$ cat src/hdl/clht_pkg.sv
package clht_pkg;

  localparam int unsigned SLOT_COUNT = 64;
  localparam int unsigned SLOT_W     = $clog2(SLOT_COUNT);

  typedef enum logic [2:0] {
    CMD_REGISTER = 3'd0,
    CMD_SET      = 3'd1,
    CMD_TOUCH    = 3'd2,
    CMD_REPORT   = 3'd3,
    CMD_REFRESH  = 3'd4,
    CMD_EXPIRE   = 3'd5
  } cmd_e;

  typedef enum logic [2:0] {
    ST_CONNECTING = 3'd0,
    ST_ONLINE     = 3'd1,
    ST_DEGRADED   = 3'd2,
    ST_LOCKED     = 3'd3,
    ST_OFFLINE    = 3'd4
  } status_e;

  typedef enum logic [2:0] {
    CFG_MIN_SAMPLE = 3'd0,
    CFG_DEGRADE    = 3'd1,
    CFG_RECOVER    = 3'd2,
    CFG_BAD_NEED   = 3'd3,
    CFG_GOOD_NEED  = 3'd4,
    CFG_TIMEOUT    = 3'd5
  } cfg_idx_e;

  localparam logic [31:0] MIN_SAMPLE_RST = 32'd200;
  localparam logic [9:0]  DEGRADE_RST    = 10'd50;
  localparam logic [9:0]  RECOVER_RST    = 10'd20;
  localparam logic [2:0]  BAD_NEED_RST   = 3'd3;
  localparam logic [2:0]  GOOD_NEED_RST  = 3'd5;
  localparam logic [31:0] TIMEOUT_RST    = 32'd5000;

  localparam logic [6:0]  COUNT_MAX      = 7'd127;

  typedef struct packed {
    logic [2:0]  status;
    logic [31:0] seen_ms;
    logic [2:0]  bad;
    logic [2:0]  good;
  } rec_t;

  typedef struct packed {
    logic load;
    logic exec;
    logic scan_rd;
    logic scan_chk;
    logic push;
  } dp_cmd_t;

  typedef struct packed {
    logic is_scan;
    logic scan_last;
  } dp_sts_t;

  function automatic logic [2:0] bump(input logic [2:0] c, input logic [2:0] limit);
    logic [3:0] n;
    n = {1'b0, c} + 4'd1;
    return (n < {1'b0, limit}) ? n[2:0] : limit;
  endfunction

endpackage

$ cat src/hdl/clht_in_if.sv
interface clht_in_if;
  logic        valid;
  logic        ready;
  logic [2:0]  cmd;
  logic [5:0]  slot;
  logic [2:0]  status_value;
  logic [9:0]  loss_pm;
  logic [31:0] sample_size;
  logic [31:0] now_ms;

  modport source (
    output valid, cmd, slot, status_value, loss_pm, sample_size, now_ms,
    input  ready
  );
  modport sink (
    input  valid, cmd, slot, status_value, loss_pm, sample_size, now_ms,
    output ready
  );
endinterface

$ cat src/hdl/clht_out_if.sv
interface clht_out_if;
  logic       valid;
  logic       ready;
  logic       found;
  logic [2:0] status_out;
  logic [6:0] expired_count;

  modport source (
    output valid, found, status_out, expired_count,
    input  ready
  );
  modport sink (
    input  valid, found, status_out, expired_count,
    output ready
  );
endinterface

$ cat src/hdl/clht_ctrl.sv
module clht_ctrl (
  input  logic              clk_i,
  input  logic              rst_ni,
  input  logic              in_valid_i,
  output logic              in_ready_o,
  output logic              out_valid_o,
  input  logic              out_ready_i,
  input  clht_pkg::dp_sts_t sts_i,
  output clht_pkg::dp_cmd_t cmd_o
);

  typedef enum logic [4:0] {
    S_IDLE     = 5'b00001,
    S_EXEC     = 5'b00010,
    S_SCAN_RD  = 5'b00100,
    S_SCAN_CHK = 5'b01000,
    S_PUSH     = 5'b10000
  } state_e;

  state_e state_q, state_d;
  logic   out_vld_q, out_vld_d;

  always_comb begin
    state_d   = state_q;
    cmd_o     = '0;
    out_vld_d = out_vld_q;
    if (out_vld_q && out_ready_i) begin
      out_vld_d = 1'b0;
    end
    case (state_q)
      S_IDLE: begin
        if (in_valid_i) begin
          cmd_o.load = 1'b1;
          state_d    = S_EXEC;
        end
      end
      S_EXEC: begin
        if (sts_i.is_scan) begin
          state_d = S_SCAN_RD;
        end else begin
          cmd_o.exec = 1'b1;
          state_d    = S_PUSH;
        end
      end
      S_SCAN_RD: begin
        cmd_o.scan_rd = 1'b1;
        state_d       = S_SCAN_CHK;
      end
      S_SCAN_CHK: begin
        cmd_o.scan_chk = 1'b1;
        state_d        = sts_i.scan_last ? S_PUSH : S_SCAN_RD;
      end
      S_PUSH: begin
        if (!out_vld_q || out_ready_i) begin
          cmd_o.push = 1'b1;
          out_vld_d  = 1'b1;
          state_d    = S_IDLE;
        end
      end
      default: begin
        state_d = S_IDLE;
      end
    endcase
  end

  always_ff @(posedge clk_i or negedge rst_ni) begin
    if (!rst_ni) begin
      state_q   <= S_IDLE;
      out_vld_q <= 1'b0;
    end else begin
      state_q   <= state_d;
      out_vld_q <= out_vld_d;
    end
  end

  assign in_ready_o  = (state_q == S_IDLE);
  assign out_valid_o = out_vld_q;

endmodule

$ cat src/hdl/clht_datapath.sv
module clht_datapath (
  input  logic              clk_i,
  input  logic              rst_ni,
  input  clht_pkg::dp_cmd_t cmd_i,
  output clht_pkg::dp_sts_t sts_o,
  input  logic [2:0]        in_cmd_i,
  input  logic [5:0]        in_slot_i,
  input  logic [2:0]        in_status_value_i,
  input  logic [9:0]        in_loss_pm_i,
  input  logic [31:0]       in_sample_size_i,
  input  logic [31:0]       in_now_ms_i,
  input  logic              cfg_we_i,
  input  logic [2:0]        cfg_idx_i,
  input  logic [31:0]       cfg_wdata_i,
  output logic              out_found_o,
  output logic [2:0]        out_status_out_o,
  output logic [6:0]        out_expired_count_o
);

  localparam int unsigned SW = clht_pkg::SLOT_W;

  logic [31:0] min_sample_q;
  logic [9:0]  degrade_q;
  logic [9:0]  recover_q;
  logic [2:0]  bad_need_q;
  logic [2:0]  good_need_q;
  logic [31:0] timeout_q;

  logic [2:0]  cmd_q;
  logic [5:0]  slot_q;
  logic [2:0]  stv_q;
  logic [9:0]  loss_q;
  logic [31:0] samples_q;
  logic [31:0] now_q;

  clht_pkg::rec_t mem [clht_pkg::SLOT_COUNT];
  clht_pkg::rec_t rd_data_q;
  logic [clht_pkg::SLOT_COUNT-1:0] valid_q;
  logic        valid_rd_q;
  logic [SW-1:0] idx_q;
  logic [6:0]  cnt_q;

  logic        res_found_q;
  logic [2:0]  res_status_q;
  logic [6:0]  res_count_q;
  logic        out_found_q;
  logic [2:0]  out_status_q;
  logic [6:0]  out_count_q;

  logic          rd_en;
  logic [SW-1:0] raddr;
  logic          mem_we;
  logic [SW-1:0] waddr;
  clht_pkg::rec_t mem_wdata;

  logic          in_range;
  logic          was_valid;
  logic [2:0]    stv_clamp;
  logic [2:0]    bad_n;
  logic [2:0]    good_n;
  logic [2:0]    rep_status;
  clht_pkg::rec_t rec_new;
  logic          ex_we;
  logic          ex_valid_set;
  logic          upd;
  logic          ex_found;
  logic [2:0]    ex_status;
  logic          hit;
  logic [6:0]    cnt_inc;
  logic          scan_last;
  clht_pkg::rec_t rec_exp;

  always_ff @(posedge clk_i or negedge rst_ni) begin
    if (!rst_ni) begin
      min_sample_q <= clht_pkg::MIN_SAMPLE_RST;
      degrade_q    <= clht_pkg::DEGRADE_RST;
      recover_q    <= clht_pkg::RECOVER_RST;
      bad_need_q   <= clht_pkg::BAD_NEED_RST;
      good_need_q  <= clht_pkg::GOOD_NEED_RST;
      timeout_q    <= clht_pkg::TIMEOUT_RST;
    end else if (cfg_we_i) begin
      case (cfg_idx_i)
        clht_pkg::CFG_MIN_SAMPLE: min_sample_q <= cfg_wdata_i;
        clht_pkg::CFG_DEGRADE:    degrade_q    <= cfg_wdata_i[9:0];
        clht_pkg::CFG_RECOVER:    recover_q    <= cfg_wdata_i[9:0];
        clht_pkg::CFG_BAD_NEED:   bad_need_q   <= cfg_wdata_i[2:0];
        clht_pkg::CFG_GOOD_NEED:  good_need_q  <= cfg_wdata_i[2:0];
        clht_pkg::CFG_TIMEOUT:    timeout_q    <= cfg_wdata_i;
        default: ;
      endcase
    end
  end

  always_ff @(posedge clk_i) begin
    if (cmd_i.load) begin
      cmd_q     <= in_cmd_i;
      slot_q    <= in_slot_i;
      stv_q     <= in_status_value_i;
      loss_q    <= in_loss_pm_i;
      samples_q <= in_sample_size_i;
      now_q     <= in_now_ms_i;
    end
  end

  assign rd_en = cmd_i.load | cmd_i.scan_rd;
  assign raddr = cmd_i.load ? SW'(in_slot_i) : idx_q;

  always_ff @(posedge clk_i) begin
    if (mem_we) begin
      mem[waddr] <= mem_wdata;
    end
    if (rd_en) begin
      rd_data_q <= mem[raddr];
    end
  end

  always_ff @(posedge clk_i or negedge rst_ni) begin
    if (!rst_ni) begin
      valid_q    <= '0;
      valid_rd_q <= 1'b0;
      idx_q      <= '0;
      cnt_q      <= '0;
    end else begin
      if (rd_en) begin
        valid_rd_q <= valid_q[raddr];
      end
      if (cmd_i.exec && ex_valid_set) begin
        valid_q[SW'(slot_q)] <= 1'b1;
      end
      if (cmd_i.load) begin
        idx_q <= '0;
        cnt_q <= '0;
      end else if (cmd_i.scan_chk) begin
        idx_q <= idx_q + SW'(1);
        cnt_q <= cnt_inc;
      end
    end
  end

  assign in_range  = (32'(slot_q) < clht_pkg::SLOT_COUNT);
  assign was_valid = in_range && valid_rd_q;
  assign stv_clamp = (stv_q > 3'(clht_pkg::ST_OFFLINE)) ? clht_pkg::ST_OFFLINE : stv_q;

  always_comb begin
    bad_n  = rd_data_q.bad;
    good_n = rd_data_q.good;
    if (samples_q >= min_sample_q) begin
      if (loss_q >= degrade_q) begin
        bad_n  = clht_pkg::bump(rd_data_q.bad, bad_need_q);
        good_n = '0;
      end else if (loss_q <= recover_q) begin
        good_n = clht_pkg::bump(rd_data_q.good, good_need_q);
        bad_n  = '0;
      end else begin
        bad_n  = '0;
        good_n = '0;
      end
    end
    rep_status = rd_data_q.status;
    if (rd_data_q.status != clht_pkg::ST_LOCKED && rd_data_q.status != clht_pkg::ST_OFFLINE) begin
      if (bad_n >= bad_need_q) begin
        rep_status = clht_pkg::ST_DEGRADED;
      end else if (good_n >= good_need_q) begin
        rep_status = clht_pkg::ST_ONLINE;
      end
    end
  end

  always_comb begin
    rec_new      = rd_data_q;
    ex_we        = 1'b0;
    ex_valid_set = 1'b0;
    upd          = 1'b0;
    ex_found     = 1'b0;
    ex_status    = '0;
    case (cmd_q)
      clht_pkg::CMD_REGISTER: begin
        if (in_range) begin
          ex_we             = 1'b1;
          ex_valid_set      = 1'b1;
          rec_new.status    = stv_clamp;
          rec_new.seen_ms   = now_q;
          rec_new.bad       = '0;
          rec_new.good      = '0;
          ex_found          = was_valid;
          ex_status         = stv_clamp;
        end
      end
      clht_pkg::CMD_SET: begin
        upd            = was_valid;
        rec_new.status = stv_clamp;
      end
      clht_pkg::CMD_TOUCH: begin
        upd             = was_valid;
        rec_new.seen_ms = now_q;
        if (rd_data_q.status == clht_pkg::ST_CONNECTING ||
            rd_data_q.status == clht_pkg::ST_OFFLINE) begin
          rec_new.status = clht_pkg::ST_ONLINE;
        end
      end
      clht_pkg::CMD_REPORT: begin
        upd             = was_valid;
        rec_new.seen_ms = now_q;
        rec_new.bad     = bad_n;
        rec_new.good    = good_n;
        rec_new.status  = rep_status;
      end
      clht_pkg::CMD_REFRESH: begin
        upd             = was_valid;
        rec_new.seen_ms = now_q;
      end
      default: ;
    endcase
    if (upd) begin
      ex_we     = 1'b1;
      ex_found  = 1'b1;
      ex_status = rec_new.status;
    end
  end

  assign hit = valid_rd_q && (rd_data_q.status != clht_pkg::ST_OFFLINE) &&
               ((now_q - rd_data_q.seen_ms) > timeout_q);
  assign cnt_inc   = (hit && cnt_q != clht_pkg::COUNT_MAX) ? cnt_q + 7'd1 : cnt_q;
  assign scan_last = (idx_q == SW'(clht_pkg::SLOT_COUNT - 1));

  always_comb begin
    rec_exp        = rd_data_q;
    rec_exp.status = clht_pkg::ST_OFFLINE;
  end

  always_comb begin
    mem_we    = 1'b0;
    waddr     = SW'(slot_q);
    mem_wdata = rec_new;
    if (cmd_i.exec) begin
      mem_we = ex_we;
    end else if (cmd_i.scan_chk) begin
      mem_we    = hit;
      waddr     = idx_q;
      mem_wdata = rec_exp;
    end
  end

  always_ff @(posedge clk_i) begin
    if (cmd_i.exec) begin
      res_found_q  <= ex_found;
      res_status_q <= ex_status;
      res_count_q  <= '0;
    end else if (cmd_i.scan_chk && scan_last) begin
      res_found_q  <= 1'b1;
      res_status_q <= '0;
      res_count_q  <= cnt_inc;
    end
    if (cmd_i.push) begin
      out_found_q  <= res_found_q;
      out_status_q <= res_status_q;
      out_count_q  <= res_count_q;
    end
  end

  assign sts_o.is_scan   = (cmd_q == clht_pkg::CMD_EXPIRE);
  assign sts_o.scan_last = scan_last;

  assign out_found_o         = out_found_q;
  assign out_status_out_o    = out_status_q;
  assign out_expired_count_o = out_count_q;

endmodule

$ cat src/hdl/client_link_health_tracker_core.sv
// Channel   Role    Width of payload   Contents
// req_i     sink    86 bits            cmd, slot, status_value, loss_pm,
//                                      sample_size, now_ms
// rsp_o     source  11 bits            found, status_out, expired_count
// cfg_*     write   3-bit index        32-bit data, no read-back
//
// A slot command goes from transfer to result by accept, one read-modify-write
// of the slot record memory, and a push into the output register.
// An expire scan walks the record memory, reading and then checking each slot.
// Reset clears the valid bits and control state and loads the configuration defaults;
// records need no clearing. A stalled result waits in the output register while the
// next request is taken in, and the block stalls only when a second result is ready.
module client_link_health_tracker_core (
  input  logic        clk_i,
  input  logic        rst_ni,
  clht_in_if.sink     req_i,
  clht_out_if.source  rsp_o,
  input  logic        cfg_we_i,
  input  logic [2:0]  cfg_idx_i,
  input  logic [31:0] cfg_wdata_i
);

  clht_pkg::dp_cmd_t dp_cmd;
  clht_pkg::dp_sts_t dp_sts;

  clht_ctrl u_ctrl (
    .clk_i       (clk_i),
    .rst_ni      (rst_ni),
    .in_valid_i  (req_i.valid),
    .in_ready_o  (req_i.ready),
    .out_valid_o (rsp_o.valid),
    .out_ready_i (rsp_o.ready),
    .sts_i       (dp_sts),
    .cmd_o       (dp_cmd)
  );

  clht_datapath u_datapath (
    .clk_i               (clk_i),
    .rst_ni              (rst_ni),
    .cmd_i               (dp_cmd),
    .sts_o               (dp_sts),
    .in_cmd_i            (req_i.cmd),
    .in_slot_i           (req_i.slot),
    .in_status_value_i   (req_i.status_value),
    .in_loss_pm_i        (req_i.loss_pm),
    .in_sample_size_i    (req_i.sample_size),
    .in_now_ms_i         (req_i.now_ms),
    .cfg_we_i            (cfg_we_i),
    .cfg_idx_i           (cfg_idx_i),
    .cfg_wdata_i         (cfg_wdata_i),
    .out_found_o         (rsp_o.found),
    .out_status_out_o    (rsp_o.status_out),
    .out_expired_count_o (rsp_o.expired_count)
  );

`ifndef SYNTHESIS
  // Only one request is in flight at a time.
  a_one_in_flight: assert property (@(posedge clk_i) disable iff (!rst_ni)
    req_i.valid && req_i.ready |=> !req_i.ready)
    else $error("request accepted while another was in flight");

  // A new result must never overwrite one that has not been transferred.
  a_no_overwrite: assert property (@(posedge clk_i) disable iff (!rst_ni)
    dp_cmd.push |-> (!rsp_o.valid || rsp_o.ready))
    else $error("output register overwritten before transfer");

  // The scan ends only after the final slot has been checked.
  a_scan_end: assert property (@(posedge clk_i) disable iff (!rst_ni)
    dp_cmd.scan_chk && dp_sts.scan_last |=> !dp_cmd.scan_rd && !dp_cmd.scan_chk)
    else $error("expire scan continued past the last slot");
`endif

endmodule

$ cat src/flat_wrapper.sv
// flat-port wrapper written by rule: the top's interface ports become plain ports
module client_link_health_tracker_core_flat 
  (clk_i, rst_ni, cfg_we_i, cfg_idx_i, cfg_wdata_i, req_i_valid, req_i_cmd, req_i_slot, req_i_status_value, req_i_loss_pm, req_i_sample_size, req_i_now_ms, req_i_ready, rsp_o_valid, rsp_o_found, rsp_o_status_out, rsp_o_expired_count, rsp_o_ready);
  clht_in_if req_i_i ();
  clht_out_if rsp_o_i ();
  input  logic clk_i;
  input  logic rst_ni;
  input  logic cfg_we_i;
  input  logic [2:0] cfg_idx_i;
  input  logic [31:0] cfg_wdata_i;
  input wire logic [$bits(req_i_i.valid)-1:0] req_i_valid;
  input wire logic [$bits(req_i_i.cmd)-1:0] req_i_cmd;
  input wire logic [$bits(req_i_i.slot)-1:0] req_i_slot;
  input wire logic [$bits(req_i_i.status_value)-1:0] req_i_status_value;
  input wire logic [$bits(req_i_i.loss_pm)-1:0] req_i_loss_pm;
  input wire logic [$bits(req_i_i.sample_size)-1:0] req_i_sample_size;
  input wire logic [$bits(req_i_i.now_ms)-1:0] req_i_now_ms;
  output wire logic [$bits(req_i_i.ready)-1:0] req_i_ready;
  output wire logic [$bits(rsp_o_i.valid)-1:0] rsp_o_valid;
  output wire logic [$bits(rsp_o_i.found)-1:0] rsp_o_found;
  output wire logic [$bits(rsp_o_i.status_out)-1:0] rsp_o_status_out;
  output wire logic [$bits(rsp_o_i.expired_count)-1:0] rsp_o_expired_count;
  input wire logic [$bits(rsp_o_i.ready)-1:0] rsp_o_ready;
  assign req_i_i.valid = req_i_valid;
  assign req_i_i.cmd = req_i_cmd;
  assign req_i_i.slot = req_i_slot;
  assign req_i_i.status_value = req_i_status_value;
  assign req_i_i.loss_pm = req_i_loss_pm;
  assign req_i_i.sample_size = req_i_sample_size;
  assign req_i_i.now_ms = req_i_now_ms;
  assign req_i_ready = req_i_i.ready;
  assign rsp_o_valid = rsp_o_i.valid;
  assign rsp_o_found = rsp_o_i.found;
  assign rsp_o_status_out = rsp_o_i.status_out;
  assign rsp_o_expired_count = rsp_o_i.expired_count;
  assign rsp_o_i.ready = rsp_o_ready;
  client_link_health_tracker_core u_core (.clk_i(clk_i), .rst_ni(rst_ni), .req_i(req_i_i), .rsp_o(rsp_o_i), .cfg_we_i(cfg_we_i), .cfg_idx_i(cfg_idx_i), .cfg_wdata_i(cfg_wdata_i));
endmodule
$ cat config.mk
export PLATFORM = sky130hd
export DESIGN_NAME = client_link_health_tracker_core_flat
export DESIGN_NICKNAME = d
export VERILOG_FILES = /design/src/hdl/clht_pkg.sv /design/src/hdl/clht_in_if.sv /design/src/hdl/clht_out_if.sv /design/src/hdl/clht_ctrl.sv /design/src/hdl/clht_datapath.sv /design/src/hdl/client_link_health_tracker_core.sv /design/src/flat_wrapper.sv
export SDC_FILE = /design/constraint.sdc
export NUM_CORES = 2
export LEC_CHECK = 0
export BUFFER_PORTS_ARGS = -buffer_cell sky130_fd_sc_hd__buf_4
export CORE_MARGIN = 5
export CORE_UTILIZATION = 30
export DETAILED_ROUTE_END_ITERATION = 16
export HOLD_SLACK_MARGIN = 0.12
export PLACE_DENSITY = 0.51
export SYNTH_ARGS = -nofsm -noshare
export SYNTH_HDL_FRONTEND = slang
export SYNTH_SLANG_ARGS = --single-unit
$ cat constraint.sdc
create_clock -name clk_i -period 8.5 [get_ports clk_i]
set_clock_uncertainty 0.15 [all_clocks]
set_input_delay 0.425 -clock clk_i [delete_from_list [all_inputs] [get_ports clk_i]]
set_output_delay 0.425 -clock clk_i [all_outputs]
set_load 0.05 [all_outputs]
# After elaboration in Yosys (flattened, before gate mapping)
# Memory sizes are Yosys's and may differ from the RTL's. A register that Yosys moved wholly into a read port is not among the register bits.
# Cells that the tools add are included.
# W data, S select, Z words.
dict set report word_totals {
  regBits 282
  ramBits 2624
  in_bits 126
  output_inout_bits 13
  elab_cells 152
  n_memories 1
}
dict set report op_classes {
  addsub 5
  n_lt_le_gt_ge 12
  eq_ne 22
  muxes 60
  n_bitwise 2
  reduce_logical 26
}
# name words word_bits read_ports rd_ports_with_merged_regs write_ports line
set memory_table {}
lappend memory_table {u_core.u_datapath.mem 64 41 1 1 1 clht_datapath.sv:36} ;# clht_pkg::rec_t mem [clht_pkg::SLOT_COUNT];
# operator n
set op_table {}
lappend op_table {{$mux W41} 2}
lappend op_table {{$or A64 B64 Y64} 1}
lappend op_table {{$mux W3} 16}
lappend op_table {{$ge A32 B32 Y1} 1}
lappend op_table {{$gt A32 B32 Y1} 1}
lappend op_table {{$mux W32} 1}
lappend op_table {{$sub A32 B32 Y32} 1}
lappend op_table {{$mux W6} 5}
lappend op_table {{$pmux W5 S5} 1}
lappend op_table {{$mux W1} 24}
lappend op_table {{$mux W7} 3}
lappend op_table {{$mux W5} 4}
lappend op_table {{$eq A3 B3 Y1 const B} 5}
lappend op_table {{$lt A6 B7 Y1 const B} 2}
lappend op_table {{$reduce_and A2 Y1} 7}
lappend op_table {{$eq A3 B2 Y1 const B} 4}
lappend op_table {{$pmux W6 S2} 1}
lappend op_table {{$ge A10 B10 Y1} 1}
lappend op_table {{$le A10 B10 Y1} 1}
lappend op_table {{$logic_not A3 Y1} 3}
lappend op_table {{$pmux W3 S3} 1}
lappend op_table {{$add A3 B1 Y4 const B} 2}
lappend op_table {{$logic_and A1 B1 Y1} 8}
lappend op_table {{$lt A4 B3 Y1} 2}
lappend op_table {{24 further kinds} 30}

# Logic depth before layout (Yosys ltp)
dict set report logic_depth {
  word_depth 13
  mapped_depth 26
  ltp_nobuf 25
}

# Modules after synthesis
# Synthesis repeated with hierarchy kept, for this count alone.
dict set report unflattened {
  hier_cells 6169
  area_unflattened_um2 118138.3
}
# mod instances cells_per_inst area_each_um2 seq_area_each_um2
set by_module_without_submodules {}
lappend by_module_without_submodules {clht_datapath 1 6136 117804.2 87425.1}
lappend by_module_without_submodules {clht_ctrl 1 33 334.1 151.4}

# Worst setup path after synthesis
# OpenSTA, ideal clock, no wires.
dict set report synth_path {
  path_type {register to register}
  start {register u_core.u_datapath.now_q[0]}
  end {memory u_core.u_datapath.mem[15][0] in the netlist's numbering, enable pin}
  setup_ps 440
  arrival_ps 6229
  required_time_ps 7910
  slack_ps 1682
  stages_incl_launch_ff 25
  n_path_buf 0
  synth_period_minus_slack_ps 6818
  cell_sequence {edfxtp_1 > inv_1 > ha_1 > inv_1 > fa_1 > a21o_1 > a21oi_1 > o21bai_1 > a221o_1 > o311ai_0 > o221ai_1 > nand2_1 > o21ai_0 > a21oi_1 > xnor2_1 > ha_1 > nand4_1 > nor2_1 > nand2_1 > nor3_1 > a221oi_1 > a21oi_1 > o21ai_0 > nand2_1 > nor2_1}
}
dict set report synth_via {
  elab_chain_cells 7
}
# item line
set synth_rtl {}
lappend synth_rtl {{start: declaration} clht_datapath.sv:34} ;# logic [31:0] now_q;
lappend synth_rtl {{start signal: assignment} clht_datapath.sv:101} ;# now_q <= in_now_ms_i;
lappend synth_rtl {{$sub A32 B32 Y32} clht_datapath.sv:222} ;# ((now_q - rd_data_q.seen_ms) > timeout_q);
lappend synth_rtl {{$gt A32 B32 Y1} clht_datapath.sv:222}
lappend synth_rtl {{$logic_and A1 B1 Y1} clht_datapath.sv:221} ;# assign hit = valid_rd_q && (rd_data_q.status != clht_pkg::ST_OFFLINE) &&
lappend synth_rtl {{$mux W1} clht_datapath.sv:237} ;# end else if (cmd_i.scan_chk) begin
lappend synth_rtl {{$mux W1} clht_datapath.sv:235} ;# if (cmd_i.exec) begin
lappend synth_rtl {{$mux W1} clht_datapath.sv:109} ;# if (mem_we) begin
lappend synth_rtl {{$mux W1 (implied by the code)} clht_datapath.sv:110} ;# mem[waddr] <= mem_wdata;
lappend synth_rtl {{end: declaration} clht_datapath.sv:36}
# No other way between the ends.

# Worst setup path in the final report
dict set report layout_path {
  start {register u_core.u_datapath.now_q[0]}
  end {memory u_core.u_datapath.mem[46][3] in the netlist's numbering, enable pin}
}
# Same word-level chain as after synthesis.

==> impl_metrics.toml <==
[run_status]
outcome = "complete, but fails checks"
violations = "max-capacitance violations, max-slew violations"

[clock_network]
cts_buffers = 317
root_buffer = "clkbuf_16"
path_clk_slew_ps = 60
clkLatencyLatePin_ps = 940
cts_sinks = 2947
h-tree-depth = 5
cts_tree = "yes"
cts.path.max_buffers = 4

[place]
placed_cell_area_um2 = 129000
gp_congestion = 0.877
dp_hpwl_um = 263000
dp_cells = 14000
portBuffers = 138
pre_cts_slack_ps = 722

[floorplanning]
die_w_um = 643
io_pins = 139
rows = 232
start_util = 0.301
core_um2 = 399000
die_y_um = 643
dieArea_um2 = 413000

[worst_setup_path]
critPathArrivalTime_ps = 8100
reg2reg_slack_ps = 820
crit_fanout = 24
r2r_end = "u_core.u_datapath.mem[46][3]"
regToRegStartpoint = "u_core.u_datapath.now_q[0]"
crit_path_start_kind = "flop"
r2r_cells = 27
worstPathRequired_ps = 8920
cp-endpoint = "u_core.u_datapath.mem[46][3]"
path_class = "flop to flop"
startpoint = "u_core.u_datapath.now_q[0]"
endpoint_kind = "flop"

[layout]
drive_gt1_frac = 0.121
nets = 9598
fin_util = 0.355
final_cells = 14800
final_area_um2 = 142000
area_growth_syn_to_layout_pct = 18.0

[pwr]
switching_share = 0.344
ir_drop_v = 0.000250
p_leak_uw = 0.0486
p_sw_uw = 15000
seqPwrFrac = 0.418
clkPwrFrac = 0.310
p_int_uw = 28600
powerDensity_nw_per_um2 = 307
p_comb_frac = 0.272

[sta]
post-route-period-util = 0.904
setup_violations = 0
hold_viol_final = 0
fin_crit_ps = 7680
slew_headroom = -0.00923
fin_ws_ps = 815
fmax_mhz = 130
worst_slew_pin_slew_ps = 1500
fin_setup_tns_ps = 0
drv_slew = 1
rsz0062_at_grt = "no"

[synthesis]
async_flop_share = 0.0590
ys_types = 81
syn_area_per_cell_um2 = 13.6
ys_seq_elements = 2947
ys.flop_type = "edfxtp_1"
syn-num-nets = 9082
ys_seq_area_frac = 0.729
synth_edf_count = 2766
ys_warn_count = 0
synthCells = 8826
syn_area_um2 = 120000

[routing]
dr.pass1.iters = 6
finalWirelength_um = 430000
highest_layer = "met5"
routed_via_density = 5.35
vias = 79400
m1WireLength_um = 182000
ant_nets = 0
wl_met3_um = 40000
drt-wirelength-per-cell_um = 29.0
drt_first_iter_violations = 9898
drc = 0
dr_wl_met2_um = 195000

[grt]
grt_usage = 0.200
grt_pass1_vias = 76000
antenna_found_initial = 43
grt_pass1_wl_um = 602000
grt.overflow.total = 0
grt_max_degree = 134

[run]
maxCapViolCount = 1

[worst_hold_path]
min_path_type = "input port to flop"
worst min-delay path by stage:
stage / startpoint / end / slack (ps) / cells after the start
after floorplan: rst_ni / u_core.u_ctrl.out_valid_o / -20 / 0
after global routing: req_i_now_ms[29] / u_core.u_datapath.now_q[29] / 140 / 2
after global placement: rst_ni / u_core.u_ctrl.state_q[4] / 240 / 1
final: req_i_now_ms[29] / u_core.u_datapath.now_q[29] / 150 / 2
after detailed placement: rst_ni / u_core.u_ctrl.state_q[4] / 240 / 1
after CTS: req_i_now_ms[6] / u_core.u_datapath.now_q[6] / 120 / 2
placed cells by master, fill, tap and decap left out, types with 82 or more instances in the layout:
cell	instances
edfxtp_1	2766
nand2_1	2151
a21oi_1	606
buf_4	378
nand3_1	352
clkbuf_16	330
o21ai_0	301
nor3_1	260
dlygate4sd3_1	252
mux2i_1	207
and3_1	202
dfrtp_1	156
inv_1	139
ha_1	129
mux4_2	92
o221ai_1	88
a21o_1	83
nor2_1	82
cell type report:
type,count,area (µm²)
Fill cell,38000,257000
Clock inverter,149,1370
Multi-Input combinational cell,5238,30400
Tap cell,5265,6590
Clock buffer,405,8550
Sequential cell,2947,87600
Timing Repair Buffer,697,6690
Inverter,141,534
Antenna cell,6,15.0
metal layers:
layer,vias to the layer above,track usage
met1,41000,0.281
li1,33800,-
met5,-,0
met4,24,0.0603
met2,3978,0.313
met3,652,0.0395
worst max-delay path: stages, from the launching register on:
cell and delay [ps]:
edfxtp_1 350, inv_1 150, ha_1 200, inv_1 60, fa_1 410, a21o_1 180, a21oi_1 250, o21bai_1 160
a221o_1 380, o311ai_0 470, buf_4 210, o221ai_1 160, nand2_1 160, o21ai_0 120, a21oi_1 190, xnor2_1 90
ha_1 300, nand4_1 140, o21ai_0 250, a21oi_1 150, a221oi_1 280, buf_4 170, a21oi_1 180, nor2_1 330
nand2_1 200, buf_4 310, nor2_4 850, buf_4 450
synthesized netlist by cell type, types with 9 or more instances:
master     instances  share of area
edfxtp_1        2766           0.69
nand2_1         2156          0.067
a21oi_1          606          0.025
nand3_1          353          0.015
o21ai_0          309          0.013
nor3_1           260          0.011
mux2i_1          211          0.018
and3_1           202          0.011
buf_2            195         0.0081
clkbuf_1         172         0.0054
dfrtp_1          156          0.032
nor2_1           151         0.0047
inv_1            140         0.0044
ha_1             129          0.013
mux4_2            92          0.017
o221ai_1          88         0.0064
a21o_1            83         0.0052
mux2_2            72         0.0067
nand4_1           72         0.0037
a31oi_1           66         0.0034
buf_1             62         0.0019
o22ai_1           41         0.0021
buf_4             39         0.0024
o21bai_1          39         0.0024
a21boi_0          28         0.0017
buf_6             25         0.0023
o211ai_1          24         0.0015
xnor2_1           23         0.0017
nand2b_1          19        0.00099
dfstp_2           18         0.0039
a311oi_1          17         0.0012
xor2_1            17         0.0012
a22oi_1           15        0.00094
a32oi_1           15         0.0011
o21a_1            14        0.00087
a2111oi_0         12        0.00087
nor2b_1           12        0.00062
nor3b_1            9        0.00056
or3_1              9        0.00047
cell families after synthesis:
| group | count (synthesis) | share of synthesized area |
|---|---|---|
| muxes | 378 | 0.0419 |
| DFF | 2947 | 0.729 |
| adders and majority gates | 130 | 0.0136 |
| AOI/OAI and AO/OA | 1419 | 0.0707 |
| and+or+nand+nor | 3271 | 0.116 |
| buffers and inverters | 641 | 0.0256 |
| xor gates and xnor gates | 40 | 0.00292 |
power by group through the flow:
stage	clock, µW	sequential, µW	combinational, µW
5_1_grt	14300	18200	12400
2_1_floorplan	0	18400	5640
6_report	13500	18200	11800
3_5_place_dp	0	18500	11600
3_3_place_gp	0	18500	11600
4_1_cts	13700	18200	11700
state kept, by name (all words and copies together), names as in the netlist, 10 cells and up:
name,count
u_core.u_datapath.timeout_q,32
u_core.u_datapath.valid_q,64
u_core.u_datapath.recover_q,10
u_core.u_datapath.degrade_q,10
u_core.u_datapath.min_sample_q,32
u_core.u_datapath.mem,2624
u_core.u_datapath.loss_q,10
u_core.u_datapath.samples_q,32
u_core.u_datapath.now_q,32
u_core.u_datapath.rd_data_q,41
repair_timing:
| item | in CTS | in global routing |
|---|---|---|
| hold endpoints to repair | 355 | 0 |
| endpoints found under the setup margin | 0 | 0 |
| resized for setup | 0 | 0 |
| buffers inserted | 0 | 0 |
| hold buffers | 253 | 0 |
per-stage QoR:
| stage | hold WS, ps | power, µW |
|---|---|---|
| final | 145 | 43600 |
| after global routing | 138 | 44900 |
| after CTS | 122 | 43600 |
| after detailed placement | 244 | 30100 |
| after global placement | 244 | 30100 |
| after floorplan | -20.6 | 24100 |
Power figures use the tool's default switching activity.
